[config.mk]
export PLATFORM = sky130hd
export DESIGN_NAME = byte_ring_fifo_unit
export DESIGN_NICKNAME = d
export VERILOG_FILES = /design/src/hw/rtl/brf_pkg.sv /design/src/hw/rtl/brf_ctrl.sv /design/src/hw/rtl/brf_datapath.sv /design/src/hw/rtl/byte_ring_fifo_unit.sv
export VERILOG_INCLUDE_DIRS = /design/src /design/src/hw/rtl
export SDC_FILE = /design/constraint.sdc
export NUM_CORES = 2
export LEC_CHECK = 0
export ABC_AREA = 1
export BUFFER_PORTS_ARGS = -buffer_cell sky130_fd_sc_hd__buf_2
export CAP_MARGIN = 40
export CORE_ASPECT_RATIO = 1.4
export CORE_UTILIZATION = 35
export DETAILED_ROUTE_END_ITERATION = 10
export HOLD_SLACK_MARGIN = 0.05
export REMOVE_ABC_BUFFERS = 1
export SETUP_SLACK_MARGIN = 0.05
export SYNTH_ARGS = -nofsm -noshare
export SYNTH_HDL_FRONTEND = slang
export SYNTH_HIERARCHICAL = 1
export SYNTH_SLANG_ARGS = --single-unit
[constraint.sdc]
create_clock -name clock -period 4.45 [get_ports clock]
set_clock_uncertainty 0.05 [all_clocks]
set_input_delay 0.2225 -clock clock [delete_from_list [all_inputs] [get_ports clock]]
set_output_delay 0.2225 -clock clock [all_outputs]
set_load 0.05 [all_outputs]
[src/hw/rtl/assert_macros.svh]
// Assertion macros included by the top level, which carries the checks.
`ifndef ASSERT_MACROS_SVH
`define ASSERT_MACROS_SVH

// Same-cycle implication, disabled during reset
`define CHECK_IMPLY(label, clk, rst, cond, expr) \
   label: assert property (@(posedge clk) disable iff (rst) (cond) |-> (expr)) \
      else $error("implication check failed");

// Next-cycle implication, disabled during reset
`define CHECK_NEXT(label, clk, rst, cond, expr) \
   label: assert property (@(posedge clk) disable iff (rst) (cond) |=> (expr)) \
      else $error("next-cycle check failed");

`endif

[src/hw/rtl/brf_pkg.sv]
// Shared constants, codes and command type of the byte ring FIFO.
package brf_pkg;

   localparam int DEPTH = 256;
   localparam int PTR_W = $clog2(DEPTH);
   localparam int CNT_W = PTR_W + 1;
   localparam int CSR_ADDR_W = 3;

   // operation codes
   localparam logic [1:0] KIND_PUT   = 2'd0;
   localparam logic [1:0] KIND_GET   = 2'd1;
   localparam logic [1:0] KIND_CLEAR = 2'd2;

   // register indexes
   localparam logic REG_QUEUE_SIZE = 1'b0;

   // controller to datapath commands
   typedef struct packed {
      logic load;
      logic exec;
   } brf_cmd_type;

endpackage

[src/hw/rtl/brf_ctrl.sv]
// Sequencing state machine of the byte ring FIFO.
module brf_ctrl import brf_pkg::*; (
   input  logic        clock,
   input  logic        reset,
   input  logic        start,
   output logic        busy,
   output logic        rsp_valid,
   output brf_cmd_type cmd
);

   localparam logic [1:0] ST_IDLE = 2'd0;
   localparam logic [1:0] ST_EXEC = 2'd1;
   localparam logic [1:0] ST_RESP = 2'd2;

   logic [1:0] state_ff;
   logic [1:0] state_in;
   logic       accept;

   // a new word may enter while the previous result is on the ports
   assign busy   = (state_ff == ST_EXEC);
   assign accept = start && !busy;

   // next state
   always_comb begin
      state_in = state_ff;
      case (state_ff)
         ST_IDLE: begin
            if (accept) state_in = ST_EXEC;
         end
         ST_EXEC: begin
            state_in = ST_RESP;
         end
         ST_RESP: begin
            state_in = accept ? ST_EXEC : ST_IDLE;
         end
         default: begin
            state_in = ST_IDLE;
         end
      endcase
   end

   always_ff @(posedge clock) begin
      if (reset) begin
         state_ff <= ST_IDLE;
      end else begin
         state_ff <= state_in;
      end
   end

   assign rsp_valid = (state_ff == ST_RESP);
   assign cmd.load  = accept;
   assign cmd.exec  = (state_ff == ST_EXEC);

endmodule

[src/hw/rtl/brf_datapath.sv]
// Store, positions, count and result registers of the byte ring FIFO.
module brf_datapath import brf_pkg::*; (
   input  logic             clock,
   input  logic             reset,
   input  brf_cmd_type      cmd,
   input  logic [1:0]       req_kind,
   input  logic [7:0]       req_data_in,
   input  logic [CNT_W-1:0] queue_size,
   output logic [7:0]       rsp_data_out,
   output logic             rsp_get_missed,
   output logic             rsp_put_dropped,
   output logic             rsp_is_empty,
   output logic             rsp_is_full,
   output logic [CNT_W-1:0] rsp_fill_count
);

   logic [7:0]       store_ff [DEPTH];
   logic [1:0]       kind_ff;
   logic [7:0]       data_ff;
   logic [PTR_W-1:0] wr_pos_ff, wr_pos_in;
   logic [PTR_W-1:0] rd_pos_ff, rd_pos_in;
   logic [CNT_W-1:0] held_ff, held_in;
   logic [7:0]       rdata_ff;
   logic             got_ff, got_in;
   logic             missed_ff, missed_in;
   logic             dropped_ff, dropped_in;
   logic [CNT_W-1:0] size_eff;
   logic             do_put;

   // next position, wrapping at the effective size
   function automatic logic [PTR_W-1:0] advance(input logic [PTR_W-1:0] pos,
                                                input logic [CNT_W-1:0] size);
      logic [CNT_W-1:0] nxt;
      nxt = {1'b0, pos} + CNT_W'(1);
      if (nxt >= size) return '0;
      return nxt[PTR_W-1:0];
   endfunction

   // size clamped to 1..DEPTH
   always_comb begin
      if (queue_size == '0)
         size_eff = CNT_W'(1);
      else if (queue_size > CNT_W'(DEPTH))
         size_eff = CNT_W'(DEPTH);
      else
         size_eff = queue_size;
   end

   // latch the word at accept
   always_ff @(posedge clock) begin
      if (cmd.load) begin
         kind_ff <= req_kind;
         data_ff <= req_data_in;
      end
   end

   // operation decode
   always_comb begin
      wr_pos_in  = wr_pos_ff;
      rd_pos_in  = rd_pos_ff;
      held_in    = held_ff;
      got_in     = 1'b0;
      missed_in  = 1'b0;
      dropped_in = 1'b0;
      do_put     = 1'b0;
      case (kind_ff)
         KIND_PUT: begin
            if (held_ff < size_eff) begin
               do_put    = 1'b1;
               wr_pos_in = advance(wr_pos_ff, size_eff);
               held_in   = held_ff + CNT_W'(1);
            end else begin
               dropped_in = 1'b1;
            end
         end
         KIND_GET: begin
            if (held_ff != '0) begin
               got_in    = 1'b1;
               rd_pos_in = advance(rd_pos_ff, size_eff);
               held_in   = held_ff - CNT_W'(1);
            end else begin
               missed_in = 1'b1;
            end
         end
         KIND_CLEAR: begin
            wr_pos_in = '0;
            rd_pos_in = '0;
            held_in   = '0;
         end
         default: begin
         end
      endcase
   end

   // queue state
   always_ff @(posedge clock) begin
      if (reset) begin
         wr_pos_ff <= '0;
         rd_pos_ff <= '0;
         held_ff   <= '0;
      end else if (cmd.exec) begin
         wr_pos_ff <= wr_pos_in;
         rd_pos_ff <= rd_pos_in;
         held_ff   <= held_in;
      end
   end

   // result flags
   always_ff @(posedge clock) begin
      if (cmd.exec) begin
         got_ff     <= got_in;
         missed_ff  <= missed_in;
         dropped_ff <= dropped_in;
      end
   end

   // byte store: one write port, one registered read port
   always_ff @(posedge clock) begin
      if (cmd.exec && do_put) store_ff[wr_pos_ff] <= data_ff;
      if (cmd.exec) rdata_ff <= store_ff[rd_pos_ff];
   end

   assign rsp_data_out    = got_ff ? rdata_ff : 8'd0;
   assign rsp_get_missed  = missed_ff;
   assign rsp_put_dropped = dropped_ff;
   assign rsp_is_empty    = (held_ff == '0);
   assign rsp_is_full     = (held_ff >= size_eff);
   assign rsp_fill_count  = held_ff;

endmodule

[src/hw/rtl/byte_ring_fifo_unit.sv]
// Top level of the byte ring FIFO: register port, controller and datapath.
//
// Byte FIFO on a 256-entry circular store. A word (put, get or clear) is
// taken when start is high and busy is low; it passes through the execute
// state and then the result state, and its result appears on the rsp_ ports
// for exactly one cycle under rsp_valid; the receiver cannot stall it. In
// the execute state the store is written or read into a register; busy is
// high only in the execute state, so the next word can be taken during the
// result state, while the last result is still on the ports. There is no
// clearing pass after reset. queue_size (address 0, reset 256, clamped to
// 1..256) should be written only while idle and be followed by a clear.
`include "assert_macros.svh"
module byte_ring_fifo_unit import brf_pkg::*; (
   input  logic                  clock,
   input  logic                  reset,
   // command channel
   input  logic                  start,
   output logic                  busy,
   input  logic [1:0]            req_kind,
   input  logic [7:0]            req_data_in,
   // result channel
   output logic                  rsp_valid,
   output logic [7:0]            rsp_data_out,
   output logic                  rsp_get_missed,
   output logic                  rsp_put_dropped,
   output logic                  rsp_is_empty,
   output logic                  rsp_is_full,
   output logic [CNT_W-1:0]      rsp_fill_count,
   // register port
   input  logic                  psel,
   input  logic                  penable,
   input  logic                  pwrite,
   input  logic [CSR_ADDR_W-1:0] paddr,
   input  logic [31:0]           pwdata,
   output logic [31:0]           prdata,
   output logic                  pready
);

   logic [CNT_W-1:0] queue_size_ff;
   logic             reg_sel;
   brf_cmd_type      cmd;

   // register decode: one word per 4 bytes
   assign pready  = 1'b1;
   assign reg_sel = (paddr[CSR_ADDR_W-1:2] == REG_QUEUE_SIZE);

   always_ff @(posedge clock) begin
      if (reset) begin
         queue_size_ff <= CNT_W'(DEPTH);
      end else if (psel && penable && pwrite && pready && reg_sel) begin
         queue_size_ff <= pwdata[CNT_W-1:0];
      end
   end

   assign prdata = reg_sel ? {{(32-CNT_W){1'b0}}, queue_size_ff} : 32'd0;

   brf_ctrl u_ctrl (
      .clock     (clock),
      .reset     (reset),
      .start     (start),
      .busy      (busy),
      .rsp_valid (rsp_valid),
      .cmd       (cmd)
   );

   brf_datapath u_datapath (
      .clock           (clock),
      .reset           (reset),
      .cmd             (cmd),
      .req_kind        (req_kind),
      .req_data_in     (req_data_in),
      .queue_size      (queue_size_ff),
      .rsp_data_out    (rsp_data_out),
      .rsp_get_missed  (rsp_get_missed),
      .rsp_put_dropped (rsp_put_dropped),
      .rsp_is_empty    (rsp_is_empty),
      .rsp_is_full     (rsp_is_full),
      .rsp_fill_count  (rsp_fill_count)
   );

   // checks
   `CHECK_NEXT(a_accept_exec, clock, reset, start && !busy, busy && !rsp_valid)
   `CHECK_NEXT(a_exec_resp, clock, reset, busy, rsp_valid && !busy)
   `CHECK_IMPLY(a_flags_excl, clock, reset, rsp_valid, !(rsp_get_missed && rsp_put_dropped))
   `CHECK_IMPLY(a_miss_empty, clock, reset, rsp_valid && rsp_get_missed, rsp_is_empty && (rsp_data_out == 8'd0))
   `CHECK_IMPLY(a_empty_count, clock, reset, rsp_valid, rsp_is_empty == (rsp_fill_count == '0))

endmodule

Word-level counts from Yosys, hierarchy flattened

Memories as Yosys holds them, arrays and structs flattened. A register that Yosys moved wholly into a read port is not among the register bits.
Index checks and enable logic that the tools add are counted.

$add $sub $neg: 4
Bitwise operators: 1
$lt $le $gt $ge: 5
Reductions and logical operators: 17
Eq/ne operators: 7
Muxes and demuxes: 31

Operators with widths:

| kind                                                                     | number |
|---|---|
| 8-bit 2-to-1 mux                                                         | 7 |
| 9-bit 2-to-1 mux                                                         | 5 |
| 8-bit case mux with 2 select lines                                       | 2 |
| 9-bit greater-or-equal comparator                                        | 3 |
| 9-bit case mux with 3 select lines                                       | 1 |
| 8-bit by 1-bit adder with 9-bit output (second input constant)           | 2 |
| 9-bit zero test                                                          | 2 |
| 1-bit 2-to-1 mux                                                         | 14 |
| 9-bit by 1-bit adder with 9-bit output (second input constant)           | 1 |
| 9-bit greater-than comparator (second input constant)                    | 1 |
| 9-bit less-than comparator                                               | 1 |
| 9-bit nonzero test                                                       | 1 |
| 9-bit by 1-bit subtractor with 9-bit output (second input constant)      | 1 |
| 2-bit by 1-bit inequality test with 1-bit output (second input constant) | 3 |
| 2-bit case mux with 3 select lines                                       | 1 |
| 3-bit AND reduction                                                      | 2 |
| 1-bit logical AND                                                        | 5 |
| 2-bit by 1-bit == test with 1-bit output (second input constant)         | 2 |
| 2-bit == test (second input constant)                                    | 2 |
| 2-bit zero test                                                          | 2 |
| 4-bit AND reduction                                                      | 1 |
| 2-bit nonzero test                                                       | 2 |
| 3-bit nonzero test                                                       | 1 |
| 2-bit 2-to-1 mux                                                         | 1 |
| 2 further kinds                                                          | 2 |

Memories: 1
Bits of input ports: 51
Word-level logic and storage cells: 76
Register bits after elaboration: 49
Memory bits (writable): 2048
Output and inout bits: 56

Memory list:

| name                | words | width | read ports | clocked after memory_dff | wr ports | line               | source |
|---|---|---|---|---|---|---|---|
| u_datapath.store_ff | 256   | 8     | 1          | 1                        | 1        | brf_datapath.sv:17 | `logic [7:0] store_ff [DEPTH];` |

Longest topological paths before layout

Word-level depth: 10
Mapped depth: 18
Gate-level depth less buffers: 17

Modules after synthesis

The synthesis kept the hierarchy.

By module, submodules not included:

| module              | seq. area each (µm²) | cells each | area an instance (µm²) | instances |
|---|---|---|---|---|
| brf_datapath        | 62630.1              | 7420       | 86267.7                | 1 |
| byte_ring_fifo_unit | 180.2                | 105        | 719.4                  | 1 |
| brf_ctrl            | 40.0                 | 14         | 98.8                   | 1 |

Least setup slack after synthesis

Ideal clock, no wire load.

Path kind: register -> register
Start: reg u_datapath.data_ff[0]
End: mem u_datapath.store_ff[0][0], data pin
Arrival: 3.228 ns
Path buffers: 0
Data required time: 3.583 ns
Clock period less this slack: 4.096 ns
Setup time: 0.817 ns
Stages on the path, launching flop included: 1
Setup slack: 0.354 ns
Cells stage by stage: edfxtp_1

RTL lines:

| what                   | line               | source |
|---|---|---|
| from (decl)            | brf_datapath.sv:19 | `logic [7:0] data_ff;` |
| from (signal assigned) | brf_datapath.sv:53 | `data_ff <= req_data_in;` |
| to (decl)              | brf_datapath.sv:17 |  |

Straight into the memory's write port.

Final worst setup path

Start: reg queue_size_ff[2]
End: mem u_datapath.store_ff[133][1] (enable)

Longest elaborated chain between the ends: 9
Elaborated cells on any way between the ends: 10
Classes of those cells: order compare: 2; mux: 6; reduce/logical: 2

Ends and longest elaborated chain:

| what                                       | line                      | source |
|---|---|---|
| from (decl)                                | byte_ring_fifo_unit.sv:39 | `logic [CNT_W-1:0] queue_size_ff;` |
| from (signal assigned)                     | byte_ring_fifo_unit.sv:49 | `queue_size_ff <= CNT_W'(DEPTH);` |
| from (signal assigned)                     | byte_ring_fifo_unit.sv:51 | `queue_size_ff <= pwdata[CNT_W-1:0];` |
| 9-bit greater-than comparator              | brf_datapath.sv:43        | `else if (queue_size > CNT_W'(DEPTH))` |
| 9-bit 2-to-1 mux                           | brf_datapath.sv:43        |  |
| 9-bit 2-to-1 mux (*)                       | brf_datapath.sv:41        | `if (queue_size == '0)` |
| 9-bit less-than comparator (*)             | brf_datapath.sv:68        | `if (held_ff < size_eff) begin` |
| 1-bit 2-to-1 mux (*)                       | brf_datapath.sv:68        |  |
| 1-bit 2-to-1 mux (*)                       | brf_datapath.sv:66        | `case (kind_ff)` |
| 1-bit logical AND (*)                      | brf_datapath.sv:119       | `if (cmd.exec && do_put) store_ff[wr_pos_ff] <= data_ff;` |
| 1-bit 2-to-1 mux (*)                       | brf_datapath.sv:119       |  |
| 1-bit 2-to-1 mux (not written as such) (*) | brf_datapath.sv:119       |  |

Mark *: on every way between the ends. The rest lies on a longest branch, timed or not.

==> metrics <==
outcome finished with violations; failing checks DRC; CP Capture Type register; Max Slew Vio Count 0; total die area 250,800 um^2; Cells after Synth 7,539; Syn-to-layout area delta 14.28%; Top delay family on crit path simple AND/OR/NAND/NOR gates; Root Buffer clkbuf_16; setup bufs post-CTS 0; Syn Area/Cell 11.55 um^2; fin crit period 3640 ps; RSZ-0062 raised after global routing no; mapped cell area 87,090 um^2; drt initial violations 5,908; CP startpoint kind register; vias in the first global route 58.06k; Synth area leader edfxtp_1; Worst path depth 19; cell area after layout 99,520 um^2; Setup violations, final 0; Worst-path clk slew 60 ps; Worst-Margin Slew 1035 ps; Post-Route WL 254,100 um; Cell Chain, Critical Path nor4_1, nand3_1, inv_1, nor2_1, inv_1, nand2_1, ha_1, a21oi_1, o21ai_1, a21boi_1, nand2_1, nor2_1, nand2_2, nor3_2, buf_12, nand2_1, buf_4, nor2_1, buf_4; most frequent cells in the layout nand2_1, edfxtp_1, nand3_1, nor2_1, buf_4; CP bufs+invs 5; io pins 107; Tcrit/Tclk final 81.79%; min-delay src req_kind[0]; wire length of the first global-routing pass 371,100 um; Seq/Total Area, Yosys 72.17%; core outline area 247,300 um^2; Max-slew headroom 31.02%; post-synth top area share 71.34%; Crit Path Max Fanout 16; Critical R2R Capture u_datapath/store_ff[133][1]$_DFFE_PP_; Max Root-Sink Buffers 4; post-route ant nets 0; post-route setup slack 810.4 ps; synth unique cells 41; Vias 58.44k; post-detail-place hpwl 151,000 um; # rows 216; initial antenna violation count 5; R2R Path Start queue_size_ff[2]$_SDFFE_PP0P_; most common cell after layout, fill and taps aside nand2_1; Setup TNS Final 0 ps; largest cells by area after synthesis edfxtp_1, nand3_1, nand2_1; largest net degree at the start of global routing 221; GPL Wtd Cong 0.9000; Final Hold Vio Count 0; Leak Pwr 35.05 nW; Initial Utilization 35.22%; Max stage delay on crit path 350 ps; total of max-cap violations 0; Slowest cell on crit path dfxtp_1; final core occ 40.25%; H-tree levels 4; width of the die 423.6 um; worst reg2reg path depth 19; pwr/cell area 395.6 nW/um^2; Clk Latency, worst-skew pair 830 ps; IR drop worst, VDD 296.0 uV; fmax 0.2748 GHz; drt first pass iters 11; WP data required 4910 ps; HP Class in -> reg; number of synthesis warnings 6; CP Launch Point queue_size_ff[2]$_SDFFE_PP0P_; drt drc 8; share of cells above drive strength 1 9.959%; vias per cell 5.240; GRT overflow 0; fillcell total 23.31k; Vert. Die Dim 592.2 um; total track usage 19.76%; PortBufs 57; TritonCTS buffer count 188; Synth Register Bits 2,105; worst slack, placed 859.2 ps; crit path capture u_datapath/store_ff[133][1]$_DFFE_PP_; CTS Sinks 2,105; setup slack, reg-to-reg 810 ps; CTS tree done; Critical Path AT 4100 ps; routed len/inst 22.79 um; nets 7,830; placed cell area 92,930 um^2; Worst Setup Path Type reg -> reg
[how the worst min path moves through the flow]
| stage | slack (ps) | depth (start not counted) | to |
|---|---|---|---|
| detailed placement | 350 | 1 | u_datapath/data_ff[3]$_DFFE_PP_ |
| global placement | 350 | 1 | u_datapath/data_ff[7]$_DFFE_PP_ |
| floorplan | 240 | 1 | u_ctrl/state_ff[1]$_SDFFE_PP0P_ |
| global route | 140 | 2 | u_datapath/kind_ff[0]$_DFFE_PP_ |
| CTS | 130 | 2 | u_datapath/kind_ff[0]$_DFFE_PP_ |
| finish | 140 | 2 | u_datapath/kind_ff[0]$_DFFE_PP_ |
[final cells by class]
cell class	instances	area (um^2)	share of cell area (%)
multi-input combinational	4752	21300	21.41
inverter	187	753.2	0.7568
tap	3270	4091	4.111
antenna	1	2.502	0.002514
clock inverter	115	1227	1.233
sequential	2105	62870	63.17
timing repair buffer	505	4394	4.415
clock buffer	218	4881	4.904
[cells by family after synthesis]
logic type	Yosys count	share of synthesized area [%]
AND/OR/NAND/NOR	4544	22.65
flip-flops	2105	72.17
buffers and inverters	704	3.579
AO/OA/AOI/OAI	130	0.8664
adder cells (fa/ha/maj)	40	0.5833
XOR/XNOR	14	0.1408
other	2	0.008624
[metal layers]
| layer | global-route usage [%] | part of all wire [%] | vias to the layer above |
|---|---|---|---|
| li1 | - | - | 26850 |
| met1 | 23.75 | 38 | 28520 |
| met2 | 34.60 | 50 | 2464 |
| met3 | 2.449 | 6.5 | 599 |
| met4 | 10.36 | 5.5 | 4 |
| met5 | 0 | 0.011 | - |
[synth_stat cells]
library cell and n:
ha_1 39, nor3_1 16, o211ai_1 30, fa_1 1
inv_1 175, nand3_2 2, or2_2 18, nand3b_1 2
o31ai_1 1, o21ai_1 2, a21boi_1 1, clkinv_1 7
nor2_1 381, o21a_1 1, nor4_1 4, nor2_8 2
xor2_1 14, nand2_1 2118, nor3b_1 1, edfxtp_1 2069
clkbuf_1 158, buf_1 67, o21ai_0 42, o21bai_1 5
bufinv_16 1, buf_2 262, inv_2 4, nand4_1 6
nand3_1 1985, nand2_2 4, a21oi_1 44, dfxtp_1 36
conb_1 2, a31oi_1 2, nor3_2 2, nor3_4 1
nor2_2 2, a22oi_1 1, buf_4 28, o2111ai_1 1
buf_6 2
[sequential cells by signal, indices dropped and copies added, names as in the netlist, 2 cells and up]
name,flops
u_datapath/store_ff,2048
queue_size_ff,9
u_datapath/rsp_fill_count,9
u_datapath/data_ff,8
u_datapath/rd_pos_ff,8
u_datapath/rdata_ff,8
u_datapath/wr_pos_ff,8
u_ctrl/state_ff,2
u_datapath/kind_ff,2
[worst reg2reg max path, cell delays in order, from the launching register on]
cell      delay, ps
dfxtp_1         350
nor4_1          260
nand3_1         100
inv_1            80
nor2_1           50
inv_1            70
nand2_1         120
ha_1            340
a21oi_1         150
o21ai_1          90
a21boi_1        170
nand2_1         130
nor2_1          140
nand2_2         160
nor3_2          210
buf_12          180
nand2_1         120
buf_4           250
nor2_1          120
buf_4           200
[timing repair]
item | 4_1_cts | 5_1_grt
hold buffers | 48 | 0
gates resized for setup | 0 | 0
hold endpoints to repair | 55 | 0
[metrics by stage]
step                total power (W)  hold slack (ps)  std cells
floorplan                   0.02293            239.4       7044
global placement            0.02333            353.1      10760
detailed placement          0.02334            350.9      10770
CTS                         0.03961            129.0      11150
global route                0.04033            144.7      11150
finish                      0.03937            135.1      11150
[report_power, final]
part / total, W / leakage (nW) / internal (W) / switching, W
combinational: 0.00110 / 13.2 / 0.000193 / 0.000908
clock: 0.0164 / 2.96 / 0.00931 / 0.00713
sequential: 0.0218 / 18.9 / 0.0218 / 0.0000368
(Power assumes the default switching activity.)
